File: src/rtl/core/snpc_pkg.sv
// ----------------------------------------------------------------------------
// snpc_pkg
// Shared types, opcode constants and decode helpers for the next-PC unit.
// ----------------------------------------------------------------------------
package snpc_pkg;

	localparam int unsigned XLEN = 32;

	localparam logic [1:0] OP_BRANCH = 2'd0;
	localparam logic [1:0] OP_CALL   = 2'd1;
	localparam logic [1:0] OP_ARITH  = 2'd2;
	localparam logic [1:0] OP_MEMORY = 2'd3;

	localparam logic [2:0] OP2_BICC = 3'd2;
	localparam logic [5:0] OP3_JMPL = 6'd56;

	localparam logic [XLEN-1:0] INSN_BYTES = 32'd4;

	typedef enum logic [2:0] {
		COND_NEVER = 3'd0,
		COND_EQ    = 3'd1,
		COND_LE    = 3'd2,
		COND_LT    = 3'd3,
		COND_LEU   = 3'd4,
		COND_CS    = 3'd5,
		COND_NEG   = 3'd6,
		COND_VS    = 3'd7
	} cond_base_t;

	typedef struct packed {
		logic [XLEN-1:0] instruction;
		logic [XLEN-1:0] current_pc;
		logic [XLEN-1:0] next_pc;
		logic [XLEN-1:0] status_word;
	} in_word_t;

	typedef struct packed {
		logic [XLEN-1:0] a;
		logic [XLEN-1:0] b;
	} ops_t;

	function automatic logic [XLEN-1:0] reg_value(input logic [4:0] r);
		return {4{{3'b000, r}}};
	endfunction

	function automatic logic cond_true(input logic [3:0] cond, input logic [XLEN-1:0] psr);
		logic       n;
		logic       z;
		logic       v;
		logic       c;
		logic       base;
		cond_base_t sel;
		n    = psr[23];
		z    = psr[22];
		v    = psr[21];
		c    = psr[20];
		sel  = cond_base_t'(cond[2:0]);
		base = 1'b0;
		unique case (sel)
			COND_NEVER: base = 1'b0;
			COND_EQ:    base = z;
			COND_LE:    base = z | (n ^ v);
			COND_LT:    base = n ^ v;
			COND_LEU:   base = c | z;
			COND_CS:    base = c;
			COND_NEG:   base = n;
			COND_VS:    base = v;
			default:    base = 1'b0;
		endcase
		return cond[3] ? ~base : base;
	endfunction

endpackage

File: src/rtl/core/snpc_if.sv
// ----------------------------------------------------------------------------
// snpc_if
// Valid/ready channels for the next-PC unit: instruction words in, results out.
// ----------------------------------------------------------------------------
interface snpc_in_if;
	logic        valid;
	logic        ready;
	logic [31:0] instruction;
	logic [31:0] current_pc;
	logic [31:0] next_pc;
	logic [31:0] status_word;

	modport source (output valid, output instruction, output current_pc,
		output next_pc, output status_word, input ready);
	modport sink (input valid, input instruction, input current_pc,
		input next_pc, input status_word, output ready);
endinterface

interface snpc_out_if;
	logic        valid;
	logic        ready;
	logic [31:0] following_pc;

	modport source (output valid, output following_pc, input ready);
	modport sink (input valid, input following_pc, output ready);
endinterface

File: src/rtl/core/snpc_opsel.sv
// ----------------------------------------------------------------------------
// snpc_opsel
// Stage 2: decode the instruction word and register the two adder operands.
// ----------------------------------------------------------------------------
module snpc_opsel
	import snpc_pkg::*;
(
	input  logic     clk,
	input  logic     arst_n,
	input  logic     up_valid,
	output logic     up_ready,
	input  in_word_t up_word,
	output logic     dn_valid,
	input  logic     dn_ready,
	output ops_t     dn_ops
);

	logic            valid_s2;
	ops_t            ops_s2;
	ops_t            ops_d;
	logic [XLEN-1:0] ir;
	logic [1:0]      op;

	assign ir       = up_word.instruction;
	assign op       = ir[31:30];
	assign up_ready = ~valid_s2 | dn_ready;
	assign dn_valid = valid_s2;
	assign dn_ops   = ops_s2;

	always_comb begin
		ops_d.a = up_word.next_pc;
		ops_d.b = INSN_BYTES;
		unique case (op)
			OP_CALL: begin
				ops_d.a = up_word.current_pc;
				ops_d.b = {ir[29:0], 2'b00};
			end
			OP_ARITH: begin
				if (ir[24:19] == OP3_JMPL) begin
					ops_d.a = reg_value(ir[18:14]);
					ops_d.b = ir[13] ? {{19{ir[12]}}, ir[12:0]} : reg_value(ir[4:0]);
				end
			end
			OP_BRANCH: begin
				if (ir[24:22] == OP2_BICC && cond_true(ir[28:25], up_word.status_word)) begin
					ops_d.a = up_word.current_pc;
					ops_d.b = {{8{ir[21]}}, ir[21:0], 2'b00};
				end
			end
			OP_MEMORY: begin
				ops_d.a = up_word.next_pc;
				ops_d.b = INSN_BYTES;
			end
			default: begin
				ops_d.a = up_word.next_pc;
				ops_d.b = INSN_BYTES;
			end
		endcase
	end

	always_ff @(posedge clk or negedge arst_n) begin
		if (!arst_n) begin
			valid_s2 <= 1'b0;
		end else if (up_ready) begin
			valid_s2 <= up_valid;
		end
	end

	always_ff @(posedge clk) begin
		if (up_valid && up_ready) begin
			ops_s2 <= ops_d;
		end
	end

endmodule

File: src/rtl/core/snpc_sum.sv
// ----------------------------------------------------------------------------
// snpc_sum
// Stage 3: add the operands modulo 2^32 and hold the result word for output.
// ----------------------------------------------------------------------------
module snpc_sum
	import snpc_pkg::*;
(
	input  logic              clk,
	input  logic              arst_n,
	input  logic              up_valid,
	output logic              up_ready,
	input  ops_t              up_ops,
	snpc_out_if.source        result_ch
);

	logic            valid_s3;
	logic [XLEN-1:0] sum_s3;

	assign up_ready               = ~valid_s3 | result_ch.ready;
	assign result_ch.valid        = valid_s3;
	assign result_ch.following_pc = sum_s3;

	always_ff @(posedge clk or negedge arst_n) begin
		if (!arst_n) begin
			valid_s3 <= 1'b0;
		end else if (up_ready) begin
			valid_s3 <= up_valid;
		end
	end

	always_ff @(posedge clk) begin
		if (up_valid && up_ready) begin
			sum_s3 <= up_ops.a + up_ops.b;
		end
	end

endmodule

File: src/rtl/core/sparc_next_pc_unit_core.sv
// ----------------------------------------------------------------------------
// sparc_next_pc_unit_core
// Next-PC resolution for SPARC CALL, Bicc and JMPL in a three-stage pipeline.
// ----------------------------------------------------------------------------
// Usage:
//   instr_ch carries one word per item: instruction, current_pc, next_pc and
//   status_word (flags N, Z, V, C in bits 23..20). result_ch returns one word
//   per item, following_pc, in the order the items were taken.
//   Stage 1 registers the input word, stage 2 decodes the instruction and
//   selects the two operands, stage 3 adds them and holds the result.
//   A word taken on instr_ch passes the stage 1, stage 2 and stage 3 registers
//   in turn before it is presented on result_ch. Throughput: one word per cycle
//   while result_ch is ready.
//   Each stage takes a new word when it is empty or its contents move on, so
//   bubbles close up; when result_ch stalls, up to three words are held and
//   instr_ch.ready drops only once all stages are full.
//   Reset clears the stage valid bits; no result is presented after reset
//   until a word has been taken.
// ----------------------------------------------------------------------------
module sparc_next_pc_unit_core
	import snpc_pkg::*;
(
	input  logic       clk,
	input  logic       arst_n,
	snpc_in_if.sink    instr_ch,
	snpc_out_if.source result_ch
);

	logic     valid_s1;
	in_word_t word_s1;
	logic     ready_s2;
	logic     valid_s2;
	logic     ready_s3;
	ops_t     ops_s2;

	assign instr_ch.ready = ~valid_s1 | ready_s2;

	always_ff @(posedge clk or negedge arst_n) begin
		if (!arst_n) begin
			valid_s1 <= 1'b0;
		end else if (instr_ch.ready) begin
			valid_s1 <= instr_ch.valid;
		end
	end

	always_ff @(posedge clk) begin
		if (instr_ch.valid && instr_ch.ready) begin
			word_s1.instruction <= instr_ch.instruction;
			word_s1.current_pc  <= instr_ch.current_pc;
			word_s1.next_pc     <= instr_ch.next_pc;
			word_s1.status_word <= instr_ch.status_word;
		end
	end

	snpc_opsel u_opsel (
		.clk      (clk),
		.arst_n   (arst_n),
		.up_valid (valid_s1),
		.up_ready (ready_s2),
		.up_word  (word_s1),
		.dn_valid (valid_s2),
		.dn_ready (ready_s3),
		.dn_ops   (ops_s2)
	);

	snpc_sum u_sum (
		.clk       (clk),
		.arst_n    (arst_n),
		.up_valid  (valid_s2),
		.up_ready  (ready_s3),
		.up_ops    (ops_s2),
		.result_ch (result_ch)
	);

	a_take_fills_s1: assert property (@(posedge clk) disable iff (!arst_n)
		instr_ch.valid && instr_ch.ready |=> valid_s1)
		else $error("accepted word did not reach stage 1");

	a_s1_holds: assert property (@(posedge clk) disable iff (!arst_n)
		valid_s1 && !ready_s2 |=> valid_s1 && $stable(word_s1))
		else $error("stage 1 lost or changed a stalled word");

	a_drain_empties: assert property (@(posedge clk) disable iff (!arst_n)
		result_ch.valid && result_ch.ready && !valid_s2 |=> !result_ch.valid)
		else $error("result repeated after draining");

	a_full_blocks: assert property (@(posedge clk) disable iff (!arst_n)
		!instr_ch.ready |-> valid_s1 && valid_s2 && result_ch.valid)
		else $error("input blocked while a stage is empty");

endmodule

File: src/flat_wrapper.sv
// flat-port wrapper written by rule: the top's interface ports become plain ports
module sparc_next_pc_unit_core_flat import snpc_pkg::*;
  (clk, arst_n, instr_ch_valid, instr_ch_instruction, instr_ch_current_pc, instr_ch_next_pc, instr_ch_status_word, instr_ch_ready, result_ch_valid, result_ch_following_pc, result_ch_ready);
  snpc_in_if instr_ch_i ();
  snpc_out_if result_ch_i ();
  input  logic clk;
  input  logic arst_n;
  input wire logic [$bits(instr_ch_i.valid)-1:0] instr_ch_valid;
  input wire logic [$bits(instr_ch_i.instruction)-1:0] instr_ch_instruction;
  input wire logic [$bits(instr_ch_i.current_pc)-1:0] instr_ch_current_pc;
  input wire logic [$bits(instr_ch_i.next_pc)-1:0] instr_ch_next_pc;
  input wire logic [$bits(instr_ch_i.status_word)-1:0] instr_ch_status_word;
  output wire logic [$bits(instr_ch_i.ready)-1:0] instr_ch_ready;
  output wire logic [$bits(result_ch_i.valid)-1:0] result_ch_valid;
  output wire logic [$bits(result_ch_i.following_pc)-1:0] result_ch_following_pc;
  input wire logic [$bits(result_ch_i.ready)-1:0] result_ch_ready;
  assign instr_ch_i.valid = instr_ch_valid;
  assign instr_ch_i.instruction = instr_ch_instruction;
  assign instr_ch_i.current_pc = instr_ch_current_pc;
  assign instr_ch_i.next_pc = instr_ch_next_pc;
  assign instr_ch_i.status_word = instr_ch_status_word;
  assign instr_ch_ready = instr_ch_i.ready;
  assign result_ch_valid = result_ch_i.valid;
  assign result_ch_following_pc = result_ch_i.following_pc;
  assign result_ch_i.ready = result_ch_ready;
  sparc_next_pc_unit_core u_core (.clk(clk), .arst_n(arst_n), .instr_ch(instr_ch_i), .result_ch(result_ch_i));
endmodule
File: config.mk
export PLATFORM = sky130hd
export DESIGN_NAME = sparc_next_pc_unit_core_flat
export DESIGN_NICKNAME = d
export VERILOG_FILES = /design/src/rtl/core/snpc_pkg.sv /design/src/rtl/core/snpc_if.sv /design/src/rtl/core/snpc_opsel.sv /design/src/rtl/core/snpc_sum.sv /design/src/rtl/core/sparc_next_pc_unit_core.sv /design/src/flat_wrapper.sv
export SDC_FILE = /design/constraint.sdc
export NUM_CORES = 1
export LEC_CHECK = 0
export ABC_AREA = 1
export BUFFER_PORTS_ARGS = -buffer_cell sky130_fd_sc_hd__buf_2
export CAP_MARGIN = 20
export CORE_ASPECT_RATIO = 1.25
export CORE_MARGIN = 2
export CORE_UTILIZATION = 35
export DETAILED_ROUTE_END_ITERATION = 10
export SKIP_CTS_REPAIR_TIMING = 1
export SYNTH_ARGS = -nofsm -noshare
export SYNTH_HDL_FRONTEND = slang
export SYNTH_SLANG_ARGS = --single-unit
File: constraint.sdc
create_clock -name clk -period 4.45 [get_ports clk]
set_clock_uncertainty 0.1 [all_clocks]
set_input_delay 0.6675 -clock clk [delete_from_list [all_inputs] [get_ports clk]]
set_output_delay 0.6675 -clock clk [all_outputs]
set_load 0.005 [all_outputs]
==> impl_metrics.json, run 1 <==
{
  "status": "finished clean",
  "wl_mm": 25.9,
  "cts_buffers": 17,
  "htreeDepth": 4,
  "layout-drive-gt1-share_pct": 16.5,
  "yosys_warnings": 0,
  "cp_max_fo": 35,
  "clockBufferDepth": 2,
  "num-fill-cells": 2707,
  "numPortBuffers": 137,
  "synth.top_cell.area_share_pct": 58.9,
  "syn_area_um2": 10000,
  "path_cells": "inv_2, nand2_1, nand2_1, o21ai_1, nand2_1, nand2_2, nand3_4, nor2_4, inv_2, nand2_1, nand2_1, nand2_1",
  "fin_crit_sh_pct": 65.2,
  "path_common_cell": "nand2_1",
  "use_met3_pct": 2.91,
  "synth_nets": 1172,
  "cp.depth": 12,
  "worst_pin_slew_ps": 1030,
  "synth_flop_cell": "edfxtp_1",
  "grt_pass1_wl_mm": 39.6,
  "nNetsFinal": 1305,
  "synth.area.top_cells": "edfxtp_1, nand2_1, inv_1",
  "grt_max_degree": 101,
  "max_stage_delay_ps": 490,
  "synth.largest_area_cell": "edfxtp_1",
  "first_global_vias": 7398,
  "drv_cap": 0,
  "hold_path.class": "input port to flip-flop",
  "dieArea_um2": 29900,
  "antenna_left": 0,
  "via_per_inst": 5.07,
  "root_buffer": "clkbuf_16",
  "via_count": 7661,
  "hpwlAfterDp_mm": 19.4,
  "core-area_um2": 28200,
  "ir_drop_mv": 0.280,
  "crit_family": "simple AND/OR/NAND/NOR gates",
  "io_pins": 166,
  "top_usage_layer": "met2",
  "syn_inst": 1008,
  "firstDrtPassIters": 5,
  "critical_path_arrival_ps": 3110,
  "synth-seq-cells": 199,
  "combPwrFrac_pct": 26.3,
  "hold_ws_ps": 298,
  "reg2reg_depth": 12,
  "worstSetupPathType": "flip-flop to flip-flop",
  "syn_area_per_cell_um2": 9.92,
  "slew_headroom_pct": 31.4,
  "clk_latency_ps": 440,
  "rows": 69,
  "setup_viol": 0,
  "cts_sinks": 199,
  "synth_cell_types": 36,
  "final-hold-violation-count": 0,
  "clkTransAtPathRegs_ps": 80,
  "synth_common_cells": "nand2_1, edfxtp_1, inv_1",
  "hold_path_end": "u_core.word_s1[62]",
  "synth-async-reset-ratio_pct": 1.51,
  "reg2reg_from": "u_core.word_s1[121]",
  "grt-ovfl-total": 0,
  "start_kind": "flip-flop",
  "track_usage_pct": 17.4,
  "crit_required_ps": 4660,
  "start_util_pct": 35.4,
  "die_w_um": 155,
  "p_int_w": 0.00383,
  "drc_errors": 0,
  "seq_area_frac_synth_pct": 59.6,
  "gp_congestion": 0.901,
  "fmax_ghz": 0.345,
  "met2_usage_pct": 31.1,
  "cp_slowest_cell": "nand3_4",
  "min_from": "instr_ch_next_pc[30]",
  "area_growth_syn_to_layout_pct": 16.8,
  "pwr-share-clk_pct": 26.9,
  "p_leak_nw": 4.89,
  "p_per_area_nw_per_um2": 487,
  "rsz0062_at_grt": "false",
  "hold-path-cell-count": 1,
  "drv_slew": 0,
  "wl_per_cell_um": 17.1,
  "p_switching_w": 0.00185,
  "r2r-end": "u_core.u_opsel.dn_ops[19]",
  "power_frac_seq_pct": 46.8,
  "ff2ff_setup_slack_ps": 1550,
  "antenna_found_initial": 1,
  "synth-edff-count": 196,
  "cts_tree": "yes",
  "min_period_ps": 2900,
  "end_kind": "flip-flop",
  "met1_usage_pct": 20.8,
  "tns_ps": 0,
  "drtIter0Drc": 632,
  "die_h_um": 193,
  "swShare_pct": 32.6,
  "synth.most_common_cell": "nand2_1",
  "cp_num_buf_inv": 2
}
[power by group through the flow]
stage	Sequential [W]	Clock, W	Combinational, W
CTS	0.00267	0.00156	0.00150
floorplan	0.00267	0	0.000963
finish	0.00266	0.00153	0.00149
global route	0.00270	0.00163	0.00168
detailed placement	0.00271	0	0.00149
global placement	0.00271	0	0.00147
[worst reg2reg max path, delay by kind of cell, from the launching register on]
kind / cells / cell delay, ps
and+or+nand+nor: 9 / 1950
DFF: 1 / 400
AOI/OAI and AO/OA: 1 / 180
buffers and inverters: 2 / 150
[final cells by class]
type / instances / area (um^2) / share of cell area [%]
repair buffers: 145 / 761 / 6.52
multi-input cells: 653 / 3450 / 29.6
well taps: 355 / 444 / 3.81
inverters: 125 / 472 / 4.04
clock buffers: 18 / 429 / 3.68
flip-flops and latches: 199 / 5960 / 51.1
clock inverters: 14 / 149 / 1.28
diodes: 1 / 2.50 / 0.0214
[through the flow]
stage / power [W] / cell area (um^2) / utilization [%] / std cells / setup WS [ps]
2_1_floorplan: 0.00363 / 10000 / - / 1008 / 968
3_3_place_gp: 0.00418 / 11100 / 39.3 / 1476 / 1610
3_5_place_dp: 0.00420 / 11100 / 39.3 / 1476 / 1580
4_1_cts: 0.00573 / 11700 / 41.3 / 1508 / 1540
5_1_grt: 0.00601 / 11700 / 41.3 / 1510 / 1300
6_report: 0.00568 / 11700 / 41.3 / 1510 / 1550
[cells in the final DEF (no fill, tap or decap), types with 2 or more instances in the layout]
cell type / instances
a21boi_0: 5
o211ai_1: 8
inv_8: 3
nor2_4: 2
inv_6: 8
dfrtp_1: 3
clkinvlp_4: 2
nor3_1: 7
a21o_1: 5
inv_2: 5
clkinv_1: 2
o21ai_0: 79
a32oi_1: 12
nor2_2: 3
edfxtp_1: 196
inv_1: 117
buf_2: 137
nand4_1: 29
nand2_1: 198
nand3_1: 69
buf_4: 6
o21ai_1: 12
xnor2_1: 3
a31oi_1: 2
clkbuf_16: 17
nand3b_1: 2
xor2_1: 18
ha_1: 31
a21oi_1: 74
o21bai_1: 7
nor2_1: 78
[sequential cells by signal, indices dropped and copies added (netlist names)]
name,count
u_core.u_opsel.dn_ops,64
u_core.u_opsel.dn_valid,1
u_core.u_sum.result_ch.following_pc,32
u_core.u_sum.result_ch.valid,1
u_core.valid_s1,1
u_core.word_s1,100
[worst max path at each step]
stage | startpoint | end
after floorplan | result_ch_ready | u_core.word_s1[100]
after global placement | u_core.word_s1[122] | u_core.u_opsel.dn_ops[22]
after detailed placement | u_core.word_s1[121] | u_core.u_opsel.dn_ops[6]
after CTS | u_core.word_s1[121] | u_core.u_opsel.dn_ops[5]
after global routing | u_core.word_s1[121] | u_core.u_opsel.dn_ops[3]
final | u_core.word_s1[121] | u_core.u_opsel.dn_ops[19]
[layer usage]
metal | wire (um) | up-vias
li1 | - | 3778
met1 | 10900 | 3607
met2 | 13100 | 239
met3 | 1070 | 37
met4 | 765 | 0
met5 | 0 | -
[kinds of logic (layout without fill, tap and decap cells)]
| logic type | after synthesis | in the layout | synth area share, % |
|---|---|---|---|
| AND/OR/NAND/NOR | 392 | 392 | 16.9 |
| flip-flops | 199 | 199 | 59.6 |
| other | 0 | 1 | 0 |
| XOR/XNOR | 21 | 21 | 1.84 |
| AO/OA/AOI/OAI | 208 | 208 | 11.6 |
| adder cells (fa/ha/maj) | 32 | 32 | 4.08 |
| buffers and inverters | 156 | 302 | 5.98 |
Power figures use the tool's default switching activity.
==> inputs of run 2 (changes only) <==
==> constraint.sdc (replaced) <==
create_clock -name clk -period 2.7 [get_ports clk]
set_clock_uncertainty 0.1 [all_clocks]
set_input_delay 0.405 -clock clk [delete_from_list [all_inputs] [get_ports clk]]
set_output_delay 0.405 -clock clk [all_outputs]
set_load 0.005 [all_outputs]
==> impl_metrics.json, run 2 (synthesis gave the netlist of run 1 again) <==
{
  "first_global_vias": 7459,
  "reg2reg_from": "u_core.u_opsel.dn_ops[53]",
  "diodes": 0,
  "layout_commonest_cell": "edfxtp_1",
  "final_cell_mix": "edfxtp_1, nand2_1, buf_2, inv_1, o21ai_0",
  "drv_slew": 0,
  "layout_setup_ws_ps": 235,
  "numPortBuffers": 137,
  "num-fill-cells": 2729,
  "fin_crit_sh_pct": 91.3,
  "drtIter0Drc": 498,
  "p_int_w": 0.00671,
  "path_common_cell": "nor2_1",
  "critical_path_arrival_ps": 2620,
  "wl_per_cell_um": 16.9,
  "p_switching_w": 0.00296,
  "clockBufferDepth": 2,
  "layout-drive-gt1-share_pct": 17.8,
  "largest_register": "u_core.word_s1",
  "p_leak_nw": 5.01,
  "dp_slack_ps": 272,
  "drv_cap": 0,
  "max_stage_delay_ps": 470,
  "fin_cells": 1526,
  "reg2reg_depth": 9,
  "path_cells": "ha_1, nand2_1, nor2_1, inv_1, nor2_1, nand3_1, o21ai_0, buf_4, xor2_1",
  "cts_sinks": 199,
  "gp_congestion": 0.920,
  "crit_end": "u_core.u_sum.result_ch.following_pc[22]",
  "min_period_ps": 2460,
  "ir_drop_mv": 0.448,
  "end_kind": "flip-flop",
  "cp-startpoint": "u_core.u_opsel.dn_ops[53]",
  "antenna_found_initial": 0,
  "rsz0062_at_grt": "false",
  "cp_slowest_cell": "ha_1",
  "cts_tree": "yes",
  "start_kind": "flip-flop",
  "grt-ovfl-total": 0,
  "cp_max_fo": 4,
  "root_buffer": "clkbuf_16",
  "p_per_area_nw_per_um2": 811,
  "grt_max_degree": 101,
  "start_util_pct": 35.4,
  "via_count": 7733,
  "nNetsFinal": 1323,
  "area_growth_syn_to_layout_pct": 19.2,
  "hpwlAfterDp_mm": 19.9,
  "die_h_um": 193,
  "wl_mm": 25.8,
  "seq_area_um2": 5960,
  "drc_errors": 0,
  "multiInputGateArea_um2": 3470,
  "die_w_um": 155,
  "placed_cell_area_um2": 11300,
  "crit_required_ps": 2860,
  "track_usage_pct": 17.5,
  "fmax_ghz": 0.406,
  "grt_pass1_wl_mm": 39.9,
  "status": "finished clean",
  "worstSetupPathType": "flip-flop to flip-flop",
  "clk_latency_ps": 430,
  "largest_reg_flops": 100,
  "power_frac_seq_pct": 45.2,
  "pwr-share-clk_pct": 28.3,
  "final-hold-violation-count": 0,
  "dieArea_um2": 29900,
  "htreeDepth": 4,
  "setup_viol": 0,
  "slew_headroom_pct": 63.5,
  "tns_ps": 0,
  "rows": 69,
  "worst_pin_slew_ps": 548,
  "r2r-end": "u_core.u_sum.result_ch.following_pc[22]",
  "antenna_left": 0,
  "via_per_inst": 5.07,
  "cts_buffers": 17,
  "placed_cells_incl_taps": 1494,
  "clkTransAtPathRegs_ps": 70,
  "swShare_pct": 30.6,
  "io_pins": 166,
  "hold_path.class": "input port to flip-flop",
  "core-area_um2": 28200,
  "combPwrFrac_pct": 26.5,
  "ff2ff_setup_slack_ps": 240,
  "stdcell_area_um2": 11900,
  "firstDrtPassIters": 5
}
run 2: changes by cell type in the layout (fill, tap and decap cells not counted), sizes merged:
cell	before	now
bufinv	1	5
inv	134	123
buf	144	162
clkinv	2	8
diode	1	0
run 2: metrics by stage:
step / hold WS, ps / total power, W / utilization, %
after floorplan: 9.41 / 0.00599 / -
after global placement: 102 / 0.00698 / 39.9
after detailed placement: 105 / 0.00701 / 39.9
after CTS: -364 / 0.00974 / 42.2
after global routing: 24.9 / 0.0102 / 42.2
final: 43.8 / 0.00967 / 42.2
run 2: worst max-delay path, delay by kind of cell, from the launching register on:
kind                       cells  cell delay, ps
AOI/OAI and AO/OA              1             170
xor gates and xnor gates       1             190
and+or+nand+nor                4             710
DFF                            1             420
adders and majority gates      1             470
buffers and inverters          2             220
run 2: metal layers:
| metal | vias to the layer above | routed length, um | track usage [%] |
|---|---|---|---|
| met5 | - | 0 | 0 |
| met4 | 0 | 775 | 7.19 |
| met3 | 40 | 1230 | 2.57 |
| met2 | 291 | 13200 | 31.6 |
| met1 | 3583 | 10500 | 21.1 |
| li1 | 3819 | - | - |
run 2: how the worst min path moves through the flow:
stage / startpoint / end / slack (ps) / cells past startpoint
6_report: instr_ch_instruction[20] / u_core.word_s1[116] / 40 / 1
5_1_grt: instr_ch_current_pc[20] / u_core.word_s1[84] / 20 / 1
4_1_cts: arst_n / u_core.u_sum.result_ch.valid / -360 / 1
3_5_place_dp: arst_n / u_core.valid_s1 / 110 / 1
3_3_place_gp: arst_n / u_core.valid_s1 / 100 / 1
2_1_floorplan: arst_n / u_core.u_opsel.dn_valid / 9 / 0
run 2: layout make-up:
type / count / share of cell area (%)
clock buffer: 18 / 3.60
sequential: 199 / 50.0
clock inverter: 13 / 1.71
inverter: 125 / 4.07
multi-input combinational: 653 / 29.1
timing repair buffer: 163 / 7.73
tap: 355 / 3.73
run 2: power by group through the flow:
| stage | Combinational (W) | Clock (W) | Sequential [W] |
|---|---|---|---|
| global route | 0.00289 | 0.00289 | 0.00442 |
| finish | 0.00256 | 0.00274 | 0.00437 |
| global placement | 0.00254 | 0 | 0.00444 |
| detailed placement | 0.00256 | 0 | 0.00444 |
| CTS | 0.00258 | 0.00279 | 0.00438 |
| floorplan | 0.00160 | 0 | 0.00440 |
